### src/hdl/baro_pkg.sv
// shared types, widths and constants for the barometer compensation block
package baro_pkg;

  // calibration register indexes
  localparam logic [2:0] REG_PRESS_SENS  = 3'd0;
  localparam logic [2:0] REG_PRESS_OFF   = 3'd1;
  localparam logic [2:0] REG_SENS_TEMP   = 3'd2;
  localparam logic [2:0] REG_OFF_TEMP    = 3'd3;
  localparam logic [2:0] REG_REF_TEMP    = 3'd4;
  localparam logic [2:0] REG_TEMP_SLOPE  = 3'd5;

  // calibration reset values
  localparam logic [15:0] RST_PRESS_SENS = 16'd40127;
  localparam logic [15:0] RST_PRESS_OFF  = 16'd36924;
  localparam logic [15:0] RST_SENS_TEMP  = 16'd23317;
  localparam logic [15:0] RST_OFF_TEMP   = 16'd23282;
  localparam logic [15:0] RST_REF_TEMP   = 16'd33464;
  localparam logic [15:0] RST_TEMP_SLOPE = 16'd28312;

  // serial multiplier geometry
  localparam int MUL_AW = 35;               // signed multiplicand
  localparam int MUL_BW = 24;               // unsigned multiplier, one bit a cycle
  localparam int MUL_PW = MUL_AW + 1 + MUL_BW;
  localparam int MUL_CW = 5;                // iteration counter width

  // calibration words
  typedef struct packed {
    logic [15:0] pressure_sensitivity_coef;
    logic [15:0] pressure_offset_coef;
    logic [15:0] sensitivity_temp_coef;
    logic [15:0] offset_temp_coef;
    logic [15:0] reference_temp_coef;
    logic [15:0] temp_slope_coef;
  } cfg_t;

  // sequencer status toward the top level
  typedef struct packed {
    logic busy;
    logic done;
  } stat_t;

  // one result
  typedef struct packed {
    logic signed [14:0] temperature;
    logic [17:0]        pressure;
    logic               from_pressure;
  } res_t;

endpackage

### src/hdl/baro_smul.sv
// bit-serial signed by unsigned shift-add multiplier
module baro_smul (
  input  logic                                 clk_i,
  input  logic                                 rst_ni,
  input  logic                                 start_i,
  input  logic [baro_pkg::MUL_CW-1:0]          iters_i,
  input  logic [baro_pkg::MUL_AW-1:0]          a_i,
  input  logic [baro_pkg::MUL_BW-1:0]          b_i,
  output logic                                 done_o,
  output logic [baro_pkg::MUL_PW-1:0]          prod_o
);

  localparam int AW = baro_pkg::MUL_AW;
  localparam int BW = baro_pkg::MUL_BW;
  localparam int PW = baro_pkg::MUL_PW;
  localparam int CW = baro_pkg::MUL_CW;

  logic          run_q, run_d;
  logic          done_q, done_d;
  logic [CW-1:0] cnt_q, cnt_d;
  logic [AW-1:0] a_q, a_d;
  logic [PW-1:0] p_q, p_d;
  logic [AW:0]   hi_sum;

  // add the multiplicand into the upper half when the low bit is set
  assign hi_sum = p_q[PW-1:BW] + (p_q[0] ? {a_q[AW-1], a_q} : {(AW+1){1'b0}});

  // step control
  always_comb begin
    run_d  = run_q;
    done_d = 1'b0;
    cnt_d  = cnt_q;
    if (start_i) begin
      run_d = 1'b1;
      cnt_d = iters_i;
    end else if (run_q) begin
      cnt_d = cnt_q - 1'b1;
      if (cnt_q == {{(CW-1){1'b0}}, 1'b1}) begin
        run_d  = 1'b0;
        done_d = 1'b1;
      end
    end
  end

  // partial product, arithmetic shift right one bit a step
  always_comb begin
    a_d = a_q;
    p_d = p_q;
    if (start_i) begin
      a_d = a_i;
      p_d = {{(AW+1){1'b0}}, b_i};
    end else if (run_q) begin
      p_d = {hi_sum[AW], hi_sum, p_q[BW-1:1]};
    end
  end

  always_ff @(posedge clk_i or negedge rst_ni) begin
    if (!rst_ni) begin
      run_q  <= 1'b0;
      done_q <= 1'b0;
      cnt_q  <= '0;
    end else begin
      run_q  <= run_d;
      done_q <= done_d;
      cnt_q  <= cnt_d;
    end
  end

  always_ff @(posedge clk_i) begin
    a_q <= a_d;
    p_q <= p_d;
  end

  assign done_o = done_q;
  assign prod_o = p_q;

endmodule

### src/hdl/baro_core.sv
// compensation sequencer: temperature, offset, sensitivity and pressure steps
module baro_core (
  input  logic                  clk_i,
  input  logic                  rst_ni,
  input  logic                  start_i,
  input  logic                  kind_i,
  input  logic [23:0]           raw_sample_i,
  input  baro_pkg::cfg_t        cfg_i,
  input  logic                  ack_i,
  output baro_pkg::stat_t       stat_o,
  output baro_pkg::res_t        res_o
);

  localparam int AW = baro_pkg::MUL_AW;
  localparam int BW = baro_pkg::MUL_BW;
  localparam int PW = baro_pkg::MUL_PW;
  localparam int CW = baro_pkg::MUL_CW;

  // sequencer states
  localparam logic [2:0] ST_IDLE  = 3'd0;
  localparam logic [2:0] ST_LOAD  = 3'd1;
  localparam logic [2:0] ST_RUN   = 3'd2;
  localparam logic [2:0] ST_POST  = 3'd3;
  localparam logic [2:0] ST_SUB   = 3'd4;
  localparam logic [2:0] ST_CLAMP = 3'd5;
  localparam logic [2:0] ST_DONE  = 3'd6;

  // product being formed
  localparam logic [2:0] PH_TEMP  = 3'd0;
  localparam logic [2:0] PH_OFF   = 3'd1;
  localparam logic [2:0] PH_SENS  = 3'd2;
  localparam logic [2:0] PH_SQ1   = 3'd3;
  localparam logic [2:0] PH_SQ2   = 3'd4;
  localparam logic [2:0] PH_PRESS = 3'd5;

  // iteration counts: calibration words, squared distances, raw samples
  localparam logic [CW-1:0] IT_COEF = CW'(16);
  localparam logic [CW-1:0] IT_SQ   = CW'(13);
  localparam logic [CW-1:0] IT_RAW  = CW'(24);

  localparam logic signed [18:0] TSUM_MIN  = -19'sd4000;
  localparam logic signed [18:0] TSUM_MAX  = 19'sd8500;
  localparam logic signed [14:0] T_CORR1   = 15'sd2000;
  localparam logic signed [14:0] T_CORR2   = -15'sd1500;
  localparam logic [17:0]        PRESS_MAX = 18'h3FFFF;

  logic [2:0]  state_q, state_d;
  logic [2:0]  phase_q, phase_d;
  logic [14:0] t_q, t_d;
  logic [34:0] off_q, off_d;
  logic [33:0] sens_q, sens_d;
  logic [17:0] p_q, p_d;
  logic        kind_q, kind_d;
  logic [23:0] raw_q, raw_d;
  logic [24:0] dt_q, dt_d;
  logic [26:0] sub_off_q, sub_off_d;
  logic [26:0] sub_sens_q, sub_sens_d;
  logic [38:0] a_q, a_d;

  logic          mul_start, mul_done;
  logic [CW-1:0] mul_iters;
  logic [AW-1:0] mul_a;
  logic [BW-1:0] mul_b;
  logic [PW-1:0] prod;

  logic [24:0] dt_new;
  logic [15:0] x16, y16;
  logic [17:0] temp_s;
  logic [18:0] tsum;
  logic [14:0] t_new;
  logic [40:0] prod41;
  logic [33:0] off_fl;
  logic [32:0] sens_fl;
  logic        off_rnd, sens_rnd;
  logic [34:0] off_new;
  logic [33:0] sens_new;
  logic [25:0] sq_d;
  logic [27:0] m5;
  logic [22:0] sq_e;
  logic [26:0] m7, m11;
  logic [39:0] diff;
  logic [17:0] p_new;

  baro_smul u_smul (
    .clk_i   (clk_i),
    .rst_ni  (rst_ni),
    .start_i (mul_start),
    .iters_i (mul_iters),
    .a_i     (mul_a),
    .b_i     (mul_b),
    .done_o  (mul_done),
    .prod_o  (prod)
  );

  // difference to the reference temperature
  assign dt_new = {1'b0, raw_sample_i} - {1'b0, cfg_i.reference_temp_coef, 8'h00};

  // distances below the two correction thresholds
  assign x16 = 16'd2000 - {t_q[14], t_q};
  assign y16 = ~({t_q[14], t_q} + 16'd1500) + 16'd1;

  // multiplier operands per product
  always_comb begin
    mul_a     = {{(AW-25){dt_q[24]}}, dt_q};
    mul_b     = '0;
    mul_iters = IT_COEF;
    unique case (phase_q)
      PH_TEMP:  mul_b = {8'h00, cfg_i.temp_slope_coef};
      PH_OFF:   mul_b = {8'h00, cfg_i.offset_temp_coef};
      PH_SENS:  mul_b = {8'h00, cfg_i.sensitivity_temp_coef};
      PH_SQ1: begin
        mul_a     = {{(AW-13){1'b0}}, x16[12:0]};
        mul_b     = {11'b0, x16[12:0]};
        mul_iters = IT_SQ;
      end
      PH_SQ2: begin
        mul_a     = {{(AW-12){1'b0}}, y16[11:0]};
        mul_b     = {12'b0, y16[11:0]};
        mul_iters = IT_SQ;
      end
      PH_PRESS: begin
        mul_a     = {{(AW-34){sens_q[33]}}, sens_q};
        mul_b     = raw_q;
        mul_iters = IT_RAW;
      end
      default: mul_b = '0;
    endcase
  end

  // temperature: floor of the product over 2^23, plus 2000, saturated
  assign temp_s = prod[48:31];
  assign tsum   = {temp_s[17], temp_s} + 19'd2000;
  always_comb begin
    if ($signed(tsum) < TSUM_MIN) begin
      t_new = TSUM_MIN[14:0];
    end else if ($signed(tsum) > TSUM_MAX) begin
      t_new = TSUM_MAX[14:0];
    end else begin
      t_new = tsum[14:0];
    end
  end

  // offset and sensitivity, quotients truncated toward zero
  assign prod41   = prod[48:8];
  assign off_fl   = prod41[40:7];
  assign off_rnd  = prod41[40] & (|prod41[6:0]);
  assign sens_fl  = prod41[40:8];
  assign sens_rnd = prod41[40] & (|prod41[7:0]);
  assign off_new  = {3'b0, cfg_i.pressure_offset_coef, 16'h0000} + {off_fl[33], off_fl}
                    + {34'b0, off_rnd};
  assign sens_new = {3'b0, cfg_i.pressure_sensitivity_coef, 15'h0000}
                    + {sens_fl[32], sens_fl} + {33'b0, sens_rnd};

  // second-order terms from the squares
  assign sq_d = prod[36:11];
  assign m5   = {2'b0, sq_d} + {sq_d, 2'b00};
  assign sq_e = prod[33:11];
  assign m7   = {1'b0, sq_e, 3'b000} - {4'b0, sq_e};
  assign m11  = {1'b0, sq_e, 3'b000} + {3'b0, sq_e, 1'b0} + {4'b0, sq_e};

  // pressure: (floor(raw*sens/2^21) - offset) / 2^15, saturated
  assign diff = {a_q[38], a_q} - {{5{off_q[34]}}, off_q};
  always_comb begin
    if (diff[39]) begin
      p_new = '0;
    end else if (|diff[38:33]) begin
      p_new = PRESS_MAX;
    end else begin
      p_new = diff[32:15];
    end
  end

  // sequencer
  always_comb begin
    state_d    = state_q;
    phase_d    = phase_q;
    t_d        = t_q;
    off_d      = off_q;
    sens_d     = sens_q;
    p_d        = p_q;
    kind_d     = kind_q;
    raw_d      = raw_q;
    dt_d       = dt_q;
    sub_off_d  = sub_off_q;
    sub_sens_d = sub_sens_q;
    a_d        = a_q;
    mul_start  = 1'b0;
    unique case (state_q)
      ST_IDLE: begin
        if (start_i) begin
          kind_d  = kind_i;
          raw_d   = raw_sample_i;
          dt_d    = dt_new;
          phase_d = kind_i ? PH_PRESS : PH_TEMP;
          state_d = ST_LOAD;
        end
      end
      ST_LOAD: begin
        mul_start = 1'b1;
        state_d   = ST_RUN;
      end
      ST_RUN: begin
        if (mul_done) begin
          state_d = ST_POST;
        end
      end
      ST_POST: begin
        unique case (phase_q)
          PH_TEMP: begin
            t_d     = t_new;
            phase_d = PH_OFF;
            state_d = ST_LOAD;
          end
          PH_OFF: begin
            off_d   = off_new;
            phase_d = PH_SENS;
            state_d = ST_LOAD;
          end
          PH_SENS: begin
            sens_d = sens_new;
            if ($signed(t_q) < T_CORR1) begin
              phase_d = PH_SQ1;
              state_d = ST_LOAD;
            end else begin
              state_d = ST_DONE;
            end
          end
          PH_SQ1: begin
            sub_off_d  = m5[27:1];
            sub_sens_d = {1'b0, m5[27:2]};
            state_d    = ST_SUB;
          end
          PH_SQ2: begin
            sub_off_d  = m7;
            sub_sens_d = {1'b0, m11[26:1]};
            state_d    = ST_SUB;
          end
          PH_PRESS: begin
            a_d     = prod[59:21];
            state_d = ST_CLAMP;
          end
          default: state_d = ST_DONE;
        endcase
      end
      ST_SUB: begin
        off_d  = off_q - {8'b0, sub_off_q};
        sens_d = sens_q - {7'b0, sub_sens_q};
        if (phase_q == PH_SQ1 && $signed(t_q) < T_CORR2) begin
          phase_d = PH_SQ2;
          state_d = ST_LOAD;
        end else begin
          state_d = ST_DONE;
        end
      end
      ST_CLAMP: begin
        p_d     = p_new;
        state_d = ST_DONE;
      end
      ST_DONE: begin
        if (ack_i) begin
          state_d = ST_IDLE;
        end
      end
      default: state_d = ST_IDLE;
    endcase
  end

  always_ff @(posedge clk_i or negedge rst_ni) begin
    if (!rst_ni) begin
      state_q <= ST_IDLE;
      phase_q <= PH_TEMP;
      t_q     <= '0;
      off_q   <= '0;
      sens_q  <= '0;
      p_q     <= '0;
    end else begin
      state_q <= state_d;
      phase_q <= phase_d;
      t_q     <= t_d;
      off_q   <= off_d;
      sens_q  <= sens_d;
      p_q     <= p_d;
    end
  end

  always_ff @(posedge clk_i) begin
    kind_q     <= kind_d;
    raw_q      <= raw_d;
    dt_q       <= dt_d;
    sub_off_q  <= sub_off_d;
    sub_sens_q <= sub_sens_d;
    a_q        <= a_d;
  end

  assign stat_o.busy          = (state_q != ST_IDLE);
  assign stat_o.done          = (state_q == ST_DONE);
  assign res_o.temperature    = t_q;
  assign res_o.pressure       = p_q;
  assign res_o.from_pressure  = kind_q;

endmodule

### src/hdl/barometer_compensation_top.sv
// top level: calibration registers, compensation sequencer and result register
//
//   channel  direction  handshake                  payload
//   in       request    in_valid_i / in_stall_o    kind_i, raw_sample_i
//   out      result     out_valid_o / out_stall_i  temperature_o, pressure_o, from_pressure_o
//   cfg      write      cfg_we_i                   cfg_index_i, cfg_data_i
//
// one request at a time, held off until the previous result is handed over; a temperature
// request forms the temperature, offset and sensitivity products and, when cold, one or two
// squares, a pressure request one product, on a bit-serial multiplier (one multiplier bit a cycle)
// reset clears the control state, the kept temperature, offset, sensitivity and pressure
// and loads the default calibration words
// a finished result waits in the output register; the next request is taken meanwhile,
// and the sequencer holds its own result only while that register is full and stalled
module barometer_compensation_top (
  input  logic               clk_i,
  input  logic               rst_ni,
  input  logic               in_valid_i,
  output logic               in_stall_o,
  input  logic               kind_i,
  input  logic [23:0]        raw_sample_i,
  output logic               out_valid_o,
  input  logic               out_stall_i,
  output logic signed [14:0] temperature_o,
  output logic [17:0]        pressure_o,
  output logic               from_pressure_o,
  input  logic               cfg_we_i,
  input  logic [2:0]         cfg_index_i,
  input  logic [15:0]        cfg_data_i
);

  baro_pkg::cfg_t  cfg_q, cfg_d;
  baro_pkg::stat_t stat;
  baro_pkg::res_t  res;
  baro_pkg::res_t  out_q;
  logic            out_valid_q, out_valid_d;
  logic            start, ack, slot_free;

  // calibration register writes, unknown indexes ignored
  always_comb begin
    cfg_d = cfg_q;
    if (cfg_we_i) begin
      unique case (cfg_index_i)
        baro_pkg::REG_PRESS_SENS: cfg_d.pressure_sensitivity_coef = cfg_data_i;
        baro_pkg::REG_PRESS_OFF:  cfg_d.pressure_offset_coef      = cfg_data_i;
        baro_pkg::REG_SENS_TEMP:  cfg_d.sensitivity_temp_coef     = cfg_data_i;
        baro_pkg::REG_OFF_TEMP:   cfg_d.offset_temp_coef          = cfg_data_i;
        baro_pkg::REG_REF_TEMP:   cfg_d.reference_temp_coef       = cfg_data_i;
        baro_pkg::REG_TEMP_SLOPE: cfg_d.temp_slope_coef           = cfg_data_i;
        default:                  cfg_d = cfg_q;
      endcase
    end
  end

  always_ff @(posedge clk_i or negedge rst_ni) begin
    if (!rst_ni) begin
      cfg_q.pressure_sensitivity_coef <= baro_pkg::RST_PRESS_SENS;
      cfg_q.pressure_offset_coef      <= baro_pkg::RST_PRESS_OFF;
      cfg_q.sensitivity_temp_coef     <= baro_pkg::RST_SENS_TEMP;
      cfg_q.offset_temp_coef          <= baro_pkg::RST_OFF_TEMP;
      cfg_q.reference_temp_coef       <= baro_pkg::RST_REF_TEMP;
      cfg_q.temp_slope_coef           <= baro_pkg::RST_TEMP_SLOPE;
    end else begin
      cfg_q <= cfg_d;
    end
  end

  // request handshake
  assign in_stall_o = stat.busy;
  assign start      = in_valid_i & ~stat.busy;

  baro_core u_core (
    .clk_i        (clk_i),
    .rst_ni       (rst_ni),
    .start_i      (start),
    .kind_i       (kind_i),
    .raw_sample_i (raw_sample_i),
    .cfg_i        (cfg_q),
    .ack_i        (ack),
    .stat_o       (stat),
    .res_o        (res)
  );

  // output register
  assign slot_free = ~out_valid_q | ~out_stall_i;
  assign ack       = stat.done & slot_free;

  always_comb begin
    out_valid_d = out_valid_q;
    if (ack) begin
      out_valid_d = 1'b1;
    end else if (~out_stall_i) begin
      out_valid_d = 1'b0;
    end
  end

  always_ff @(posedge clk_i or negedge rst_ni) begin
    if (!rst_ni) begin
      out_valid_q <= 1'b0;
    end else begin
      out_valid_q <= out_valid_d;
    end
  end

  always_ff @(posedge clk_i) begin
    if (ack) begin
      out_q <= res;
    end
  end

  assign out_valid_o     = out_valid_q;
  assign temperature_o   = out_q.temperature;
  assign pressure_o      = out_q.pressure;
  assign from_pressure_o = out_q.from_pressure;

endmodule

### config.mk
export PLATFORM = sky130hd
export DESIGN_NAME = barometer_compensation_top
export DESIGN_NICKNAME = d
export VERILOG_FILES = /design/src/hdl/baro_pkg.sv /design/src/hdl/baro_smul.sv /design/src/hdl/baro_core.sv /design/src/hdl/barometer_compensation_top.sv
export SDC_FILE = /design/constraint.sdc
export NUM_CORES = 1
export LEC_CHECK = 0
export BUFFER_PORTS_ARGS = -buffer_cell sky130_fd_sc_hd__buf_2
export CAP_MARGIN = 20
export CORE_MARGIN = 2
export CORE_UTILIZATION = 45
export CTS_CLUSTER_SIZE = 30
export DETAILED_ROUTE_END_ITERATION = 10
export MAX_ROUTING_LAYER = met4
export SETUP_SLACK_MARGIN = 0.1
export SLEW_MARGIN = 40
export SYNTH_ARGS = -nofsm -noshare
export SYNTH_HDL_FRONTEND = slang
export SYNTH_SLANG_ARGS = --single-unit
### constraint.sdc
create_clock -name clk_i -period 5.2 [get_ports clk_i]
set_input_delay 0.78 -clock clk_i [delete_from_list [all_inputs] [get_ports clk_i]]
set_output_delay 0.78 -clock clk_i [all_outputs]
set_load 0.01 [all_outputs]
==> impl_results.md <==
- GRT Total Usage: 28.2%
- GR Overflow Total: 0
- P&R area growth vs syn: 11.5%
- Fillers: 6438
- CTS Sinks: 471
- DP Wirelength: 76000 µm
- Final Instance Area: 35400 µm²
- Sw frac: 47.1%
- Comb power frac: 61.0%
- Yosys top cell by area: edfxtp_1
- Max cap viols: 0
- Setup crit start kind: flip-flop
- Status: finished, final reports clean
- CTS tree: done
- Post-synth EDFFs: 224
- Clock transition at path regs: 60 ps
- Port bufs: 84
- Synth Flop Type: edfxtp_1
- CP max FO: 7
- Kind of critical path: flip-flop to flip-flop
- H-tree Lvls: 2
- Worst Slack Setup Final: 744 ps
- Post-synth top cells: 269 x nand2_1, 255 x ha_1, 231 x o21ai_0, 224 x edfxtp_1, 221 x nor2_1
- Skew-Pair Late Insertion Delay: 650 ps
- Synth top area share: 21.2%
- Post-synthesis instance total: 3277
- DRT iter0 DRCs: 2099
- RSZ-0062 raised after global routing: false
- Fin crit period: 4460 ps
- Cell area after synthesis: 31800 µm²
- GRT Max-Usage Layer: met2
- WP data required: 5690 ps
- Final wirelength: 101000 µm
- Setup crit end kind: flip-flop
- Clock power frac: 14.2%
- Synth Register Bits: 471
- Synth warn: 0
- Pre-Repair DR Iteration Count: 6
- Hold/Removal Path Class: primary input to asynchronous set/reset pin
- Fmax: 224 MHz
- Switching pwr: 0.0132 W
- Syn avg cell area: 9.70 µm²
- Post-synthesis net count: 3607
- Cell Count, Final, Fillers Out: 4350
- Initial Util: 45.4%
- First-pass GRT wire length: 154000 µm
- Pwr Density: 794 nW/µm²
- Worst slew pin tran: 903 ps
- Count of different cell masters after synthesis: 108
- GPL Wtd Cong: 0.934
- GR met1 Demand/Resource: 37.4%
- Std-Cell Rows: 97
- WP data arrival: 4950 ps
- Internal power: 0.0149 W
- Hold_buf cts: 0
- Routed length per placed instance: 23.3 µm
- Vias per cell: 5.94
- Die Span Y: 270 µm
- Met2 Track Usage GR: 44.9%
- Die area: 72800 µm²
- Final Slew Violations: 0
- Final Cycle Share: 85.7%
- Final hold violations: 0
- Top post-synthesis cells by area: edfxtp_1 21%, dfrtp_1 13%, ha_1 10%
- Layout Nets: 3693
- VDD IR max: 490 µV
- Top-count cell post-synth: nand2_1
- Total CTS buffers: 55
- Setup violations, final: 0
- Top-Level Pins: 85
- Largest net degree at the start of global routing: 81
- Post-placement cell count: 4246
- Drt drc: 0
- Antenna Violating Nets Remaining: 0
- Synth async-reset ratio: 45.0%
- Root Buffer: clkbuf_16
- Setup TNS: 0 ps
- GR Util met3: 2.84%
- Proportion of layout cells with a drive suffix above 1: 13.5%
- Worst Skew: 29.9 ps
- Post-Place Worst Slack: 860 ps
- Sequential power share: 24.8%
- Final Util: 50.6%
- Vias in the first global route: 25400
- Die X: 270 µm
- Resized cells post-CTS: 0
- Setup Fix Bufs, Post-CTS: 0
- Worst slew margin: 39.7%
- LEAKAGE: 15.2 nW
- Post-synthesis sequential area ratio: 40.3%
- Core area: 70000 µm²
- Clock buffer depth: 3
- Placement Cell Area: 33500 µm²
- Initial antenna violation count: 5
- Via Count: 25800
worst max-delay path: stages (launching register included):
cell and delay [ps]:
edfxtp_1 540, inv_1 180, ha_1 160, nor2b_1 290, a21boi_0 200, a21o_1 190, ha_1 190, nand3_1 240
nor3_2 150, a31o_2 260, a21oi_1 240, o21ai_1 150, o211ai_1 320, a31oi_1 210, and4_1 250, o31a_1 280
or3_1 310, nand2_1 70, a21oi_1 60
metal layers:
layer  wire length, µm  part of all wire (%)
met4              3690                   3.6
met2             47000                    46
met3              5580                   5.5
met1             44900                    44
met5                 0                     0
flip-flops by register name (all words and copies together), names as in the netlist, 3 cells and up:
register,count
u_core.u_smul.prod_o,59
u_core.u_smul.cnt_q,5
u_core.phase_q,3
u_core.off_q,35
cfg_q,96
u_core.sub_sens_q,26
u_core.sub_off_q,26
u_core.sens_q,34
u_core.dt_q,25
u_core.t_q,15
u_core.state_q,3
u_core.raw_q,16
u_core.a_q,38
pressure_o,18
temperature_o,15
u_core.u_smul.a_q,34
u_core.p_q,18
cell families (layout without fill, tap and decap cells):
logic type	Yosys count	count (layout)	share of synthesized area, %
compound gates	980	980	20.3
simple gates	882	882	13.5
flops	471	471	40.3
buf+inv	319	451	3.89
fa+ha+maj	282	282	11.7
xor+xnor	228	228	6.28
mux	115	115	3.98
other cells	0	1	0
power by group through the flow:
stage	combinational, W	sequential, W	clock, W
final	0.0172	0.00697	0.00401
after floorplan	0.0126	0.00654	0
after detailed placement	0.0169	0.00701	0
after CTS	0.0170	0.00695	0.00407
after global routing	0.0190	0.00710	0.00423
after global placement	0.0166	0.00699	0
path summary, 6_finish.rpt:
| kind | endpoint | start | depth (start not counted) | slack, ps |
|---|---|---|---|---|
| setup reg to reg | u_core.sens_q[31] | u_core.u_smul.prod_o[12] | 18 | 740 |
| hold / removal | u_core.p_q[3] | rst_ni | 1 | 60 |
| setup / recovery | u_core.sens_q[31] | u_core.u_smul.prod_o[12] | 18 | 740 |
| hold reg to reg | from_pressure_o | u_core.kind_q | 0 | 430 |
| min in group clk_i | u_core.dt_q[7] | raw_sample_i[7] | 1 | 310 |
| max in group asynchronous | cfg_q[85] | rst_ni | 3 | 3860 |
cells in the final DEF (no fill, tap or decap), types with 31 or more instances in the layout:
cell type  instances
mux2i_1           33
a21o_1            98
nor3_1            57
a22oi_1           36
ha_1             255
a21oi_1          209
nor2_1           216
dfxtp_1           35
a22o_1            31
mux2_2            81
edfxtp_1         224
clkbuf_16         57
nand3_1           62
and2_1            51
dfrtp_1          163
xor2_1            85
o211ai_1          39
nor2b_1           34
xnor2_1          143
nand2_1          266
o21ai_0          231
nand2b_1          34
buf_4             60
buf_2             83
inv_1            197
dfstp_2           48
a31oi_1           48
final cells by class:
type                       instances  area [µm²]  area share [%]
antenna                            1        2.50         0.00706
clock buffer                      74        1550            4.39
clock inverter                    29         330           0.932
inverter                         201         756            2.13
multi-input combinational       2487       17900            50.5
sequential                       471       12800            36.1
tap                              940        1180            3.32
timing repair buffer             147         943            2.66
metrics by stage:
stage	power, W	hold slack [ps]
after floorplan	0.0191	400
after detailed placement	0.0239	407
after global placement	0.0235	407
after CTS	0.0281	35.8
final	0.0281	62.8
after global routing	0.0304	63.1
Note: power is estimated with default switching activity, not from simulation.
